--- config.mk ---
export PLATFORM = sky130hd
export DESIGN_NAME = retriggerable_alpha_envelope
export DESIGN_NICKNAME = d
export VERILOG_FILES = /design/src/hw/rtl/rae_pkg.sv /design/src/hw/rtl/rae_div.sv /design/src/hw/rtl/retriggerable_alpha_envelope.sv
export SDC_FILE = /design/constraint.sdc
export NUM_CORES = 1
export LEC_CHECK = 0
export ABC_AREA = 1
export BUFFER_PORTS_ARGS = -buffer_cell sky130_fd_sc_hd__buf_2
export CORE_MARGIN = 2
export CORE_UTILIZATION = 64
export DETAILED_ROUTE_END_ITERATION = 7
export PLACE_DENSITY = 0.83
export SYNTH_ARGS = -nofsm -noshare
export SYNTH_HDL_FRONTEND = slang
export SYNTH_SLANG_ARGS = --single-unit
--- constraint.sdc ---
create_clock -name clk -period 6.1 [get_ports clk]
set_input_delay 0.61 -clock clk [delete_from_list [all_inputs] [get_ports clk]]
set_output_delay 0.61 -clock clk [all_outputs]
set_load 0.01 [all_outputs]
--- src/hw/rtl/rae_pkg.sv ---
// ----------------------------------------------------------------------------
// rae_pkg
// Shared types and constants of the retriggerable alpha envelope.
// ----------------------------------------------------------------------------
package rae_pkg;

  localparam int unsigned COLOR_W = 8;
  localparam int unsigned TIME_W  = 14;
  localparam int unsigned NUM_W   = 22;  // dividend and quotient width
  localparam int unsigned CNT_W   = 5;   // holds NUM_W

  localparam logic [TIME_W-1:0]  ELAPSED_MAX  = 14'd10000;
  localparam logic [TIME_W-1:0]  TICK_MS      = 14'd10;
  localparam logic [COLOR_W-1:0] FULL_SCALE   = 8'd255;
  localparam logic [TIME_W-1:0]  ATTACK_RST   = 14'd100;
  localparam logic [TIME_W-1:0]  RELEASE_RST  = 14'd800;
  localparam logic [TIME_W-1:0]  HOLD_RST     = 14'd200;

  // A 14-bit time over 10 is (time * RECIP10) >> RECIP10_SH, exact over the
  // whole 14-bit range.
  localparam logic [15:0]  RECIP10    = 16'd52429;
  localparam int unsigned  RECIP10_SH = 19;

  localparam logic [1:0] CFG_ATTACK  = 2'd0;
  localparam logic [1:0] CFG_RELEASE = 2'd1;
  localparam logic [1:0] CFG_HOLD    = 2'd2;

  typedef enum logic [1:0] {
    PH_IDLE    = 2'd0,
    PH_ATTACK  = 2'd1,
    PH_HOLD    = 2'd2,
    PH_RELEASE = 2'd3
  } phase_t;

  typedef struct packed {
    logic               op;
    logic [COLOR_W-1:0] target_red;
    logic [COLOR_W-1:0] target_green;
    logic [COLOR_W-1:0] target_blue;
    logic [COLOR_W-1:0] target_alpha;
  } rae_in_t;

  typedef struct packed {
    logic [COLOR_W-1:0] out_red;
    logic [COLOR_W-1:0] out_green;
    logic [COLOR_W-1:0] out_blue;
    logic [COLOR_W-1:0] out_alpha;
    phase_t             phase;
  } rae_out_t;

  // Divider request: the dividend is left aligned so that its top len bits
  // hold the value to divide.
  typedef struct packed {
    logic              start;
    logic [NUM_W-1:0]  dividend;
    logic [TIME_W-1:0] divisor;
    logic [CNT_W-1:0]  len;
  } rae_div_req_t;

  typedef struct packed {
    logic             done;
    logic [NUM_W-1:0] quot;
  } rae_div_rsp_t;

endpackage

--- src/hw/rtl/rae_div.sv ---
// ----------------------------------------------------------------------------
// rae_div
// Shared restoring divider, one quotient bit per cycle.
// ----------------------------------------------------------------------------
module rae_div
  import rae_pkg::*;
(
  input  logic         clk,
  input  logic         rst_n,
  input  rae_div_req_t req,
  output rae_div_rsp_t rsp
);

  logic              busy_r, busy_nxt;
  logic              done_r, done_nxt;
  logic [CNT_W-1:0]  cnt_r, cnt_nxt;
  logic [TIME_W-1:0] rem_r, rem_nxt;
  logic [NUM_W-1:0]  quo_r, quo_nxt;
  logic [TIME_W-1:0] dvs_r, dvs_nxt;
  logic [TIME_W:0]   rem_sh;
  logic [TIME_W:0]   rem_sub;
  logic              ge;

  assign rem_sh  = {rem_r, quo_r[NUM_W-1]};
  assign ge      = rem_sh >= {1'b0, dvs_r};
  assign rem_sub = rem_sh - {1'b0, dvs_r};

  always_comb begin
    busy_nxt = busy_r;
    done_nxt = 1'b0;
    cnt_nxt  = cnt_r;
    rem_nxt  = rem_r;
    quo_nxt  = quo_r;
    dvs_nxt  = dvs_r;
    if (req.start) begin
      busy_nxt = 1'b1;
      cnt_nxt  = req.len;
      rem_nxt  = '0;
      quo_nxt  = req.dividend;
      dvs_nxt  = req.divisor;
    end else if (busy_r) begin
      // The remainder stays below the divisor, so its top bit drops out.
      rem_nxt = ge ? rem_sub[TIME_W-1:0] : rem_sh[TIME_W-1:0];
      quo_nxt = {quo_r[NUM_W-2:0], ge};
      cnt_nxt = cnt_r - CNT_W'(1);
      if (cnt_r == CNT_W'(1)) begin
        busy_nxt = 1'b0;
        done_nxt = 1'b1;
      end
    end
  end

  always_ff @(posedge clk) begin
    if (!rst_n) begin
      busy_r <= 1'b0;
      done_r <= 1'b0;
      cnt_r  <= '0;
    end else begin
      busy_r <= busy_nxt;
      done_r <= done_nxt;
      cnt_r  <= cnt_nxt;
    end
    rem_r <= rem_nxt;
    quo_r <= quo_nxt;
    dvs_r <= dvs_nxt;
  end

  assign rsp.done = done_r;
  assign rsp.quot = quo_r;

endmodule

--- src/hw/rtl/retriggerable_alpha_envelope.sv ---
// ----------------------------------------------------------------------------
// retriggerable_alpha_envelope
// Attack-hold-release envelope on a colour's alpha, driven by trigger and
// 10 ms tick words, with a sequencer around one shared divider.
// ----------------------------------------------------------------------------
//   channel  direction  handshake          word
//   in_      input      valid / stall      rae_in_t
//   out_     output     valid / stall      rae_out_t
//   cfg_     input      valid / ready      index 2 bits, data 14 bits
//
// A trigger word, a tick in idle or hold, and a tick that ends the release need no
// divide. An attack tick divides full scale by the attack time over 10, which comes
// from a reciprocal multiply, to give the step in an 8-bit divide. A release tick
// that stays in release passes through a multiply state and then a 22-bit divide
// by the release time.
// Input is stalled from acceptance until the result enters the output register,
// which holds it while out_stall is high. Reset is synchronous, active low.
// ----------------------------------------------------------------------------
module retriggerable_alpha_envelope
  import rae_pkg::*;
(
  input  logic              clk,
  input  logic              rst_n,
  input  logic              in_valid,
  output logic              in_stall,
  input  rae_in_t           in_data,
  output logic              out_valid,
  input  logic              out_stall,
  output rae_out_t          out_data,
  input  logic              cfg_valid,
  output logic              cfg_ready,
  input  logic [1:0]        cfg_index,
  input  logic [TIME_W-1:0] cfg_data
);

  typedef enum logic [2:0] {
    ST_IDLE,
    ST_STEP,
    ST_MUL,
    ST_RDIV,
    ST_PUSH
  } state_t;

  state_t             state_r, state_nxt;
  phase_t             phase_r, phase_nxt;
  logic [TIME_W-1:0]  elapsed_r, elapsed_nxt;
  logic               pending_r, pending_nxt;
  logic [COLOR_W-1:0] red_r, red_nxt;
  logic [COLOR_W-1:0] green_r, green_nxt;
  logic [COLOR_W-1:0] blue_r, blue_nxt;
  logic [COLOR_W-1:0] alpha_r, alpha_nxt;
  logic [COLOR_W-1:0] tgt_r, tgt_nxt;
  logic [TIME_W-1:0]  attack_r, attack_nxt;
  logic [TIME_W-1:0]  release_r, release_nxt;
  logic [TIME_W-1:0]  hold_r, hold_nxt;
  logic               out_valid_r, out_valid_nxt;
  rae_out_t           out_data_r, out_data_nxt;

  rae_div_req_t       div_req;
  rae_div_rsp_t       div_rsp;

  logic [TIME_W-1:0]  e_sum;
  logic [TIME_W-1:0]  e_sat;
  logic [NUM_W-1:0]   prod;
  logic [TIME_W+15:0] att_prod;
  logic [TIME_W+15-RECIP10_SH:0] att_q;
  logic [TIME_W-1:0]  att_div;
  logic [COLOR_W:0]   att_sum;

  rae_div u_div (
    .clk   (clk),
    .rst_n (rst_n),
    .req   (div_req),
    .rsp   (div_rsp)
  );

  assign e_sum    = elapsed_r + TICK_MS;
  assign e_sat    = (e_sum > ELAPSED_MAX) ? ELAPSED_MAX : e_sum;
  assign prod     = NUM_W'(tgt_r) * NUM_W'(elapsed_r);
  assign att_prod = (TIME_W+16)'(attack_r) * (TIME_W+16)'(RECIP10);
  assign att_q    = att_prod[TIME_W+15:RECIP10_SH];
  assign att_div  = (att_q == '0) ? TIME_W'(1) : TIME_W'(att_q);
  assign att_sum  = {1'b0, alpha_r} + {1'b0, div_rsp.quot[COLOR_W-1:0]};

  always_comb begin
    state_nxt     = state_r;
    phase_nxt     = phase_r;
    elapsed_nxt   = elapsed_r;
    pending_nxt   = pending_r;
    red_nxt       = red_r;
    green_nxt     = green_r;
    blue_nxt      = blue_r;
    alpha_nxt     = alpha_r;
    tgt_nxt       = tgt_r;
    attack_nxt    = attack_r;
    release_nxt   = release_r;
    hold_nxt      = hold_r;
    out_valid_nxt = out_valid_r && out_stall;
    out_data_nxt  = out_data_r;
    div_req       = '0;

    if (cfg_valid) begin
      case (cfg_index)
        CFG_ATTACK:  attack_nxt  = cfg_data;
        CFG_RELEASE: release_nxt = cfg_data;
        CFG_HOLD:    hold_nxt    = cfg_data;
        default:     ;
      endcase
    end

    case (state_r)
      ST_IDLE: begin
        if (in_valid) begin
          tgt_nxt   = in_data.target_alpha;
          state_nxt = ST_PUSH;
          if (in_data.op) begin
            pending_nxt = 1'b1;
            red_nxt     = in_data.target_red;
            green_nxt   = in_data.target_green;
            blue_nxt    = in_data.target_blue;
          end else begin
            elapsed_nxt = e_sat;
            case (phase_r)
              PH_IDLE: begin
                if (pending_r) begin
                  pending_nxt = 1'b0;
                  phase_nxt   = PH_ATTACK;
                  elapsed_nxt = '0;
                end
              end
              PH_ATTACK: begin
                div_req.start    = 1'b1;
                div_req.dividend = {FULL_SCALE, 14'b0};
                div_req.divisor  = att_div;
                div_req.len      = CNT_W'(COLOR_W);
                state_nxt        = ST_STEP;
              end
              PH_HOLD: begin
                if (e_sat > hold_r) begin
                  phase_nxt   = PH_RELEASE;
                  elapsed_nxt = '0;
                end
                // A retrigger out of hold keeps the elapsed count, unless the hold has just ended and cleared it.
                if (pending_r) begin
                  pending_nxt = 1'b0;
                  phase_nxt   = PH_ATTACK;
                end
              end
              PH_RELEASE: begin
                if (e_sat > release_r) begin
                  phase_nxt   = PH_IDLE;
                  elapsed_nxt = '0;
                  if (pending_r) begin
                    pending_nxt = 1'b0;
                    phase_nxt   = PH_ATTACK;
                  end
                end else begin
                  state_nxt = ST_MUL;
                end
              end
              default: ;
            endcase
          end
        end
      end

      ST_STEP: begin
        if (div_rsp.done) begin
          if (att_sum > {1'b0, tgt_r}) begin
            alpha_nxt = tgt_r;
            phase_nxt = PH_HOLD;
          end else begin
            alpha_nxt = att_sum[COLOR_W-1:0];
          end
          if (pending_r) begin
            pending_nxt = 1'b0;
            phase_nxt   = PH_ATTACK;
            elapsed_nxt = '0;
          end
          state_nxt = ST_PUSH;
        end
      end

      ST_MUL: begin
        div_req.start    = 1'b1;
        div_req.dividend = prod;
        div_req.divisor  = (release_r == '0) ? TIME_W'(1) : release_r;
        div_req.len      = CNT_W'(NUM_W);
        state_nxt        = ST_RDIV;
      end

      ST_RDIV: begin
        if (div_rsp.done) begin
          alpha_nxt = tgt_r - div_rsp.quot[COLOR_W-1:0];
          if (pending_r) begin
            pending_nxt = 1'b0;
            phase_nxt   = PH_ATTACK;
            elapsed_nxt = '0;
          end
          state_nxt = ST_PUSH;
        end
      end

      ST_PUSH: begin
        if (!out_valid_r || !out_stall) begin
          out_valid_nxt          = 1'b1;
          out_data_nxt.out_red   = red_r;
          out_data_nxt.out_green = green_r;
          out_data_nxt.out_blue  = blue_r;
          out_data_nxt.out_alpha = alpha_r;
          out_data_nxt.phase     = phase_r;
          state_nxt              = ST_IDLE;
        end
      end

      default: state_nxt = ST_IDLE;
    endcase
  end

  always_ff @(posedge clk) begin
    if (!rst_n) begin
      state_r     <= ST_IDLE;
      phase_r     <= PH_IDLE;
      elapsed_r   <= '0;
      pending_r   <= 1'b0;
      red_r       <= '0;
      green_r     <= '0;
      blue_r      <= '0;
      alpha_r     <= '0;
      attack_r    <= ATTACK_RST;
      release_r   <= RELEASE_RST;
      hold_r      <= HOLD_RST;
      out_valid_r <= 1'b0;
    end else begin
      state_r     <= state_nxt;
      phase_r     <= phase_nxt;
      elapsed_r   <= elapsed_nxt;
      pending_r   <= pending_nxt;
      red_r       <= red_nxt;
      green_r     <= green_nxt;
      blue_r      <= blue_nxt;
      alpha_r     <= alpha_nxt;
      attack_r    <= attack_nxt;
      release_r   <= release_nxt;
      hold_r      <= hold_nxt;
      out_valid_r <= out_valid_nxt;
    end
    tgt_r      <= tgt_nxt;
    out_data_r <= out_data_nxt;
  end

  assign in_stall  = (state_r != ST_IDLE);
  assign out_valid = out_valid_r;
  assign out_data  = out_data_r;
  assign cfg_ready = 1'b1;

endmodule

Yosys cells after proc, flatten, opt, wreduce, memory -nomap -nowiden
Cells that the tools add are included. W data, S select, Z words.

Register bits after elaboration: 194. Bits of input ports: 54. Word-level logic and storage cells: 146.

$add $sub $neg: 5. Multipliers: 2. Magnitude comparators: 5. Equality and inequality tests: 23. Mux-type cells: 57. Bitwise gates (word level): 2. Reduce and logical (&&, ||, !) cells: 28.

Operator list (count): $mux W14 (10); $mux W42 (3); $pmux W42 S2 (1); $mux W22 (2); $pmux W14 S3 (1); $mul A14 B16 Y30 const B (1); $gt A14 B14 Y1 (2); $pmux W14 S2 (1); $mux W8 (3); $mul A8 B14 Y22 (1); $mux W2 (10); $pmux W8 S2 (1); $ge A15 B14 Y1 (1); $mux W3 (5); $add A14 B4 Y14 const B (1); $gt A14 B14 Y1 const B (1); $logic_not A14 Y1 (1); $sub A14 B14 Y14 (1); $pmux W2 S3 (2); $pmux W3 S4 (1); $logic_not A11 Y1 (1); $mux W1 (11); $mux W11 (1); $mux W5 (2); 32 further kinds (58).

Depth between registers and ports, before layout
Gate-level depths: netlist of run 1.

Depth in word-level cells: 10. Mapped depth: 29.

Cells and area by module
A second synthesis of run 1 with hierarchy kept.

Cells, all modules: 2464. Area total of the unflattened synthesis: 18292.5 µm².

By module, submodules not included: retriggerable_alpha_envelope (times used 1, cells each 2032, area each 14928.1 µm², seq. area each 3163.0 µm²); rae_div (times used 1, cells each 432, area each 3364.5 µm², seq. area each 1501.4 µm²).

Worst setup path after synthesis of run 1
No wires, ideal clock.

Path kind: reg-to-reg. Start: reg attack_r[12]. End: reg u_div.dvs_r[0] (data pin). Library setup time: 0.252 ns. Arrival: 4.667 ns. Required time: 5.848 ns. Slack: 1.181 ns. Cell stages (with the launch flop): 28. Period minus slack after synthesis: 4.919 ns. Cells stage by stage: dfxtp_1 > inv_1 > ha_1 > fa_1 > fa_1 > fa_1 > inv_1 > fa_1 > inv_1 > fa_1 > inv_1 > ha_1 > nand2_1 > inv_1 > nand2_1 > nand2_1 > nand2_1 > nand2_1 > nor2_1 > nand2_1 > nand2_1 > nand2_1 > nand2_1 > nor2_1 > nand3_1 > nand2_1 > nand2_1 > nand2_1.

RTL lines: from (decl) (RTL line retriggerable_alpha_envelope.sv:53) `logic [TIME_W-1:0] attack_r, attack_nxt;`; from (signal assigned) (RTL line retriggerable_alpha_envelope.sv:243) `attack_r <= attack_nxt;`; to (signal assigned) (RTL line rae_div.sv:65) `dvs_r <= dvs_nxt;`; to (decl) (RTL line rae_div.sv:19) `logic [TIME_W-1:0] dvs_r, dvs_nxt;`.

==> results.tsv, run 1 <==
stage	metric	value	unit
critical_path	critPathMaxStageDelay	0.67	ns
final_layout	nFillCells	2180	
sta	timing.final.crit_share	88.4	%
critical_path	crit_family	adder cells	
synthesis	yosys_warnings	0	
die	die_h	170	um
clocking	ctsRootBufferMaster	clkbuf_16	
sta	setup_viol	0	
power	p_leak	10.2	nW
detailed_routing	drt_iter0_drc	1276	
placement	gp_congestion	0.953	
clocking	cts_buffer_depth	2	
critical_path	cp-end-kind	register	
final_layout	diodes	0	
synthesis	synth_compound_area_share	10.3	%
worst_hold_path	hold_depth	1	
clocking	cts_buffers	17	
clocking	cts_setup_buffers	0	
detailed_routing	firstDrtPassIters	7	
power	power.density	303	nW/um^2
sta	fmax	185	MHz
detailed_routing	num_vias	15400	
synthesis	synth_fp_nets	2727	
final_layout	drive_gt1_share	6.60	%
critical_path	cp_max_fo	4	
clocking	hold_buffers	0	
sta	fin_ws	0.706	ns
die	die_area	29100	um^2
power	ir_drop	0.197	mV
final_layout	syn_to_final_growth	7.44	%
placement	dpl-instance-area	18400	um^2
detailed_routing	wl	43.2	mm
outcome	status	complete, no violations	
detailed_routing	wl_per_cell	15.6	um
clocking	htree_levels	4	
critical_path	worstPathRequired	6.41	ns
synthesis	synth_adder_area_share	29.6	%
grt	first_global_vias	15200	
sta	setup_tns	0	ns
worst_hold_path	min_path_type	in2reg	
clocking	tritoncts	yes	
synthesis	syn_inst	2331	
grt	antenna_found_initial	0	
synthesis	syn-cell-area	17700	um^2
critical_path	start_kind	register	
placement	io_buffers	89	
grt	grt_usage	31.0	%
detailed_routing	drc	0	
grt	grt_first_pass_wirelength	72.3	mm
sta	holdWs	0.324	ns
clocking	clkLatencyLatePin	0.45	ns
placement	place_ws	0.750	ns
synthesis	ys_seq_area_share	26.3	%
synthesis	yosysUniqueCellTypes	44	
synthesis	synthMuxAreaShare	0	%
sta	min_period	5.39	ns
critical_path	crit_buf_inv	5	
placement	dpl.hpwl	34.6	mm
synthesis	synth_top_family_by_area	adder cells	
clocking	cts.sinks	194	
sta	grt_setup_unrepaired	false	
grt	overflow	0	
final_layout	final_nets	2777	
grt	grt_max_degree	58	
critical_path	r2r_cells	25	
critical_path	path_common_cell	nand2_1	
critical_path	cpMaxStageDelayCell	fa_1	
synthesis	avgSynthCellArea	7.61	um^2
die	die_w	170	um
synthesis	synthSimpleGateAreaFrac	20.5	%
detailed_routing	routed_via_density	5.56	
sta	fin_skew	0.0186	ns
final_layout	design_area	19100	um^2
synthesis	synth_seq_cells	194	
clocking	path_clk_slew	0.09	ns
sta	maxSlewHeadroom	26.7	%
critical_path	critPathKind	reg2reg	
sta	hold_viol	0	
die	ioPinCount	91	
sta	slew_viol_final	0	
clocking	postCtsResizedCells	0	
synthesis	synthXorXnorAreaFrac	1.78	%
critical_path	critical_path_arrival	5.70	ns
die	start_util	65.4	%
die	fp-row-count	60	
sta	tightest_slew	1.10	ns
detailed_routing	ant_nets	0	
flow_run	cap_violations	0	
die	core-area	27100	um^2
critical_path	crit_cells	25	
-- through the flow --
step	total power [mW]	util [%]	instances
6_report	5.76	70.3	2766
5_1_grt	6.26	70.3	2766
4_1_cts	5.74	70.3	2766
3_5_place_dp	4.56	68.0	2734
3_3_place_gp	4.48	68.0	2734
2_1_floorplan	3.84	-	2331
-- where the power goes --
group / internal [mW] / switching (mW)
Clock: 0.565 / 0.604
Sequential: 1.56 / 0.169
Combinational: 1.01 / 1.86
Total: 3.13 / 2.63
-- cells in the final DEF, fill, tap and decap left out, types with 3 or more instances in the layout --
cell type	instances
clkbuf_16	17
buf_2	89
or2_2	8
nand3b_1	3
nand2_2	3
inv_2	6
a21oi_1	182
inv_1	466
a21o_1	3
o21bai_1	4
a211oi_1	3
o211ai_1	13
xor2_1	23
ha_1	213
nor3_2	3
fa_1	129
nand2_1	560
o21ai_0	116
buf_4	4
nor2_1	130
nor2_2	4
xnor2_1	13
edfxtp_1	78
a21oi_2	3
nand3_1	119
clkinv_8	7
o22ai_1	8
inv_6	3
dfxtp_1	116
nand4_1	23
nor4_1	4
nor3_1	19
-- state kept, by name, indices dropped and copies added, names as in the netlist, 3 cells and up --
| name | flops |
|---|---|
| hold_r | 14 |
| red_r | 8 |
| green_r | 8 |
| alpha_r | 8 |
| blue_r | 8 |
| u_div.quo_r | 22 |
| release_r | 14 |
| tgt_r | 8 |
| state_r | 3 |
| out_data | 34 |
| elapsed_r | 14 |
| u_div.dvs_r | 14 |
| u_div.cnt_r | 5 |
| u_div.rem_r | 14 |
| attack_r | 14 |
-- final cells by class --
cell class,count,area (um^2),share of cell area (%)
clock buffers,17,425,2.23
flip-flops and latches,194,4660,24.5
repair buffers,93,475,2.50
well taps,372,465,2.44
multi-input cells,1603,11000,58.0
clock inverters,15,201,1.06
inverters,472,1770,9.30
-- per-layer routing --
metal,vias to the layer above,wire [um],track usage (%)
met5,-,0,0
met4,0,1220,10.6
met3,96,2500,3.60
met2,556,20900,54.3
met1,7234,18600,39.9
li1,7498,-,-
-- cells in the mapped netlist, drive strengths merged --
library cell  number  area, um^2
a21oi            186         942
a21o               3        22.5
nor3              22         120
ha               213        2670
edfxtp            78        2340
conb               1        3.75
a22o               1        8.76
fa               129        2580
a41o               1        10.0
o21bai             4        30.0
o21ai            118         598
buf               15        87.6
xnor2             13         114
a211oi             3        22.5
nand2            564        2130
o211ai            13        97.6
o31ai              2        15.0
nor2             136         536
or2                8        50.1
inv              472        1770
a31oi              1        6.26
a21boi             1        7.51
dfxtp            116        2320
nand4             23         144
a32o               1        10.0
and2               2        12.5
clkbuf            47         176
nand3b             3        22.5
nor4               4        25.0
nand3            119         596
o2111ai            1        8.76
o22ai              8        50.1
xor2              23         201
-- final timing paths --
| kind | startpoint | end | slack, ns |
|---|---|---|---|
| worst min register to register | red_r[7]$_SDFFE_PN0P_ | out_data[33]$_DFFE_PP_ | 0.44 |
| worst max register to register | attack_r[12]$_SDFFE_PN0P_ | u_div.dvs_r[0]$_DFFE_PP_ | 0.71 |
| worst max-delay path | attack_r[12]$_SDFFE_PN0P_ | u_div.dvs_r[0]$_DFFE_PP_ | 0.71 |
| worst min-delay path | in_data[4] | tgt_r[4]$_DFFE_PP_ | 0.32 |
-- kinds of logic (layout without fill, tap and decap cells) --
kind of cell	Yosys count	in the layout
other cells	1	1
flops	194	194
xor+xnor	36	36
buf+inv	534	597
fa+ha+maj	342	342
compound gates	343	343
simple gates	881	881
Power figures use the tool's default switching activity.
==> inputs of run 2 (changes only) <==
CORE_UTILIZATION = 57   (was 64)
PLACE_DENSITY = 0.78   (was 0.83)
clock period = 4.7 ns   (was 6.1 ns; I/O delays follow)
==> run 2 against run 1 <==
The flow now finishes with violations (negative setup slack). Clock power up 21%. Wire length is 7.0% higher. Setup slack lost 0.93 ns. Critical endpoint is now u_div.dvs_r[7]$_DFFE_PP_. Final cell count grew 5.0%. Via count is 2.8% higher.
==> results.tsv, run 2 (synthesis results as in run 1) <==
stage	metric	value	unit
outcome	status	finished, violations left	
outcome	violations	negative setup slack	
clocking	path_clk_slew	0.08	ns
sta	grt_setup_unrepaired	true	
placement	gp_congestion	0.930	
power	switching_share	45.3	%
sta	holdWs	0.195	ns
sta	setup_viol	11	
final_layout	syn_to_final_growth	16.2	%
critical_path	cp-end-kind	register	
grt	overflow	0	
power	p_int	4.64	mW
final_layout	layout_commonest_cell	nand2_1	
final_layout	post-route-util	67.3	%
die	fp-row-count	64	
grt	grt_first_pass_wirelength	76.2	mm
critical_path	reg2reg_from	attack_r[12]$_SDFFE_PN0P_	
placement	io_buffers	89	
critical_path	r2r-end	u_div.dvs_r[7]$_DFFE_PP_	
power	p_sw	3.84	mW
critical_path	r2r_cells	23	
clocking	htree_levels	4	
power	ir_drop	0.340	mV
detailed_routing	firstDrtPassIters	7	
sta	tightest_slew	1.07	ns
critical_path	start_kind	register	
clocking	cts.sinks	194	
detailed_routing	wl_per_cell	15.9	um
sta	min_period	4.92	ns
grt	grt_max_degree	58	
clocking	cts_buffers	17	
final_layout	largest_reg_flops	34	
critical_path	worstPathRequired	4.86	ns
critical_path	cp_max_fo	3	
final_layout	drive_gt1_share	16.3	%
die	die_w	180	um
final_layout	mostFrequentLayoutCells	515 x nand2_1, 455 x inv_1, 187 x ha_1, 168 x a21oi_1, 125 x fa_1	
sta	hold_viol	0	
sta	timing.final.crit_share	105	%
clocking	tritoncts	yes	
power	combPwrFrac	57.6	%
critical_path	critPathKind	reg2reg	
power	power.density	412	nW/um^2
sta	fin_ws	-0.224	ns
final_layout	diodes	0	
sta	fmax	203	MHz
critical_path	critical_path_arrival	5.08	ns
sta	fin_skew	0.0136	ns
clocking	ctsRootBufferMaster	clkbuf_16	
detailed_routing	wl	46.2	mm
worst_hold_path	hold_path_end	tgt_r[3]$_DFFE_PP_	
placement	dpl.hpwl	36.8	mm
clocking	clkLatencyLatePin	0.45	ns
sta	setup_tns	-0.985	ns
worst_hold_path	hold_start	in_data[3]	
sta	slew_viol_final	0	
worst_hold_path	hold_depth	1	
detailed_routing	routed_via_density	5.44	
worst_hold_path	min_path_type	in2reg	
power	pwr-share-seq	25.8	%
critical_path	rrSetupSlack	-0.22	ns
grt	grt_usage	28.7	%
detailed_routing	drt_iter0_drc	1060	
power	p_leak	10.8	nW
placement	place_ws	-0.304	ns
detailed_routing	ant_nets	0	
final_layout	final_nets	2892	
flow_run	cap_violations	0	
power	clkPwrFrac	16.6	%
clocking	cts_buffer_depth	2	
sta	maxSlewHeadroom	28.3	%
die	start_util	58.0	%
detailed_routing	drc	0	
die	core-area	30600	um^2
die	ioPinCount	91	
die	die_h	180	um
final_layout	nFillCells	2517	
grt	first_global_vias	15800	
detailed_routing	num_vias	15800	
final_layout	design_area	20600	um^2
placement	dpl-instance-area	19300	um^2
grt	antenna_found_initial	0	
die	die_area	32500	um^2
clocking	hold_buffers	0	
==> run 2: changes by cell type in the layout (fill, tap and decap cells not counted), moves of 14 or more <==
cell,delta
a21oi_1,-14
a21oi_2,+14
buf_4,+106
ha_1,-26
ha_4,+23
nand2_1,-45
nand2_2,+37
nor2_1,-18
==> run 2: worst max-delay path, stage by stage (launching register included) <==
cell	delay (ns)
dfxtp_2	0.36
inv_2	0.06
ha_4	0.24
fa_2	0.62
fa_1	0.44
fa_1	0.50
inv_1	0.05
fa_1	0.47
inv_1	0.05
fa_1	0.49
inv_2	0.05
ha_4	0.30
nand2_4	0.08
nor2_4	0.12
buf_4	0.13
nand2_1	0.05
nor2_1	0.08
nand2_1	0.07
nand3_1	0.08
nand2_1	0.06
nand2_2	0.11
buf_4	0.11
buf_4	0.09
o22ai_1	0.07
==> run 2: through the flow <==
stage,total power [mW],instances
6_report,8.48,2905
3_3_place_gp,6.21,2863
2_1_floorplan,5.12,2331
4_1_cts,8.03,2895
3_5_place_dp,6.29,2863
5_1_grt,9.14,2905
==> run 2: power groups by stage <==
stage	Sequential, mW	Clock (mW)	Combinational (mW)
6_report	2.19	1.41	4.89
5_1_grt	2.21	1.49	5.45
4_1_cts	2.18	1.42	4.43
3_5_place_dp	2.21	0	4.08
3_3_place_gp	2.21	0	4.00
2_1_floorplan	2.21	0	2.92
==> run 2: how the worst max path moves through the flow <==
stage                              start                       end  slack (ns)
6_report       attack_r[12]$_SDFFE_PN0P_  u_div.dvs_r[7]$_DFFE_PP_       -0.22
5_1_grt        attack_r[12]$_SDFFE_PN0P_  u_div.dvs_r[0]$_DFFE_PP_       -0.43
4_1_cts         attack_r[9]$_SDFFE_PN0P_  u_div.dvs_r[0]$_DFFE_PP_       -0.16
3_5_place_dp   attack_r[12]$_SDFFE_PN0P_  u_div.dvs_r[0]$_DFFE_PP_       -0.30
3_3_place_gp   attack_r[12]$_SDFFE_PN0P_  u_div.dvs_r[0]$_DFFE_PP_       -0.24
2_1_floorplan  attack_r[12]$_SDFFE_PN0P_  u_div.dvs_r[0]$_DFFE_PP_       0.009
==> run 2: final cells by class <==
| class | instances | area, um^2 | share of cell area [%] |
|---|---|---|---|
| Tap cell | 396 | 495 | 2.41 |
| Inverter | 472 | 1770 | 8.60 |
| Multi-Input combinational cell | 1603 | 11700 | 56.9 |
| Clock buffer | 19 | 443 | 2.15 |
| Timing Repair Buffer | 208 | 1370 | 6.66 |
| Sequential cell | 194 | 4670 | 22.7 |
| Clock inverter | 13 | 116 | 0.565 |
==> run 2: layer usage <==
metal  GRT usage [%]  vias to the layer above  part of all wire, %
li1                -                     7733                    -
met3            2.65                       94                  4.6
met2            50.0                      486                   49
met4            10.2                        0                  2.8
met5               0                        -                    0
met1            37.3                     7496                   44
==> run 2: timing repair <==
action / CTS / global route
cloned: 0 / 1
endpoints found under the setup margin: 12 / 22
buffers inserted: 0 / 9
resized for setup: 53 / 114
pin swaps: 32 / 52
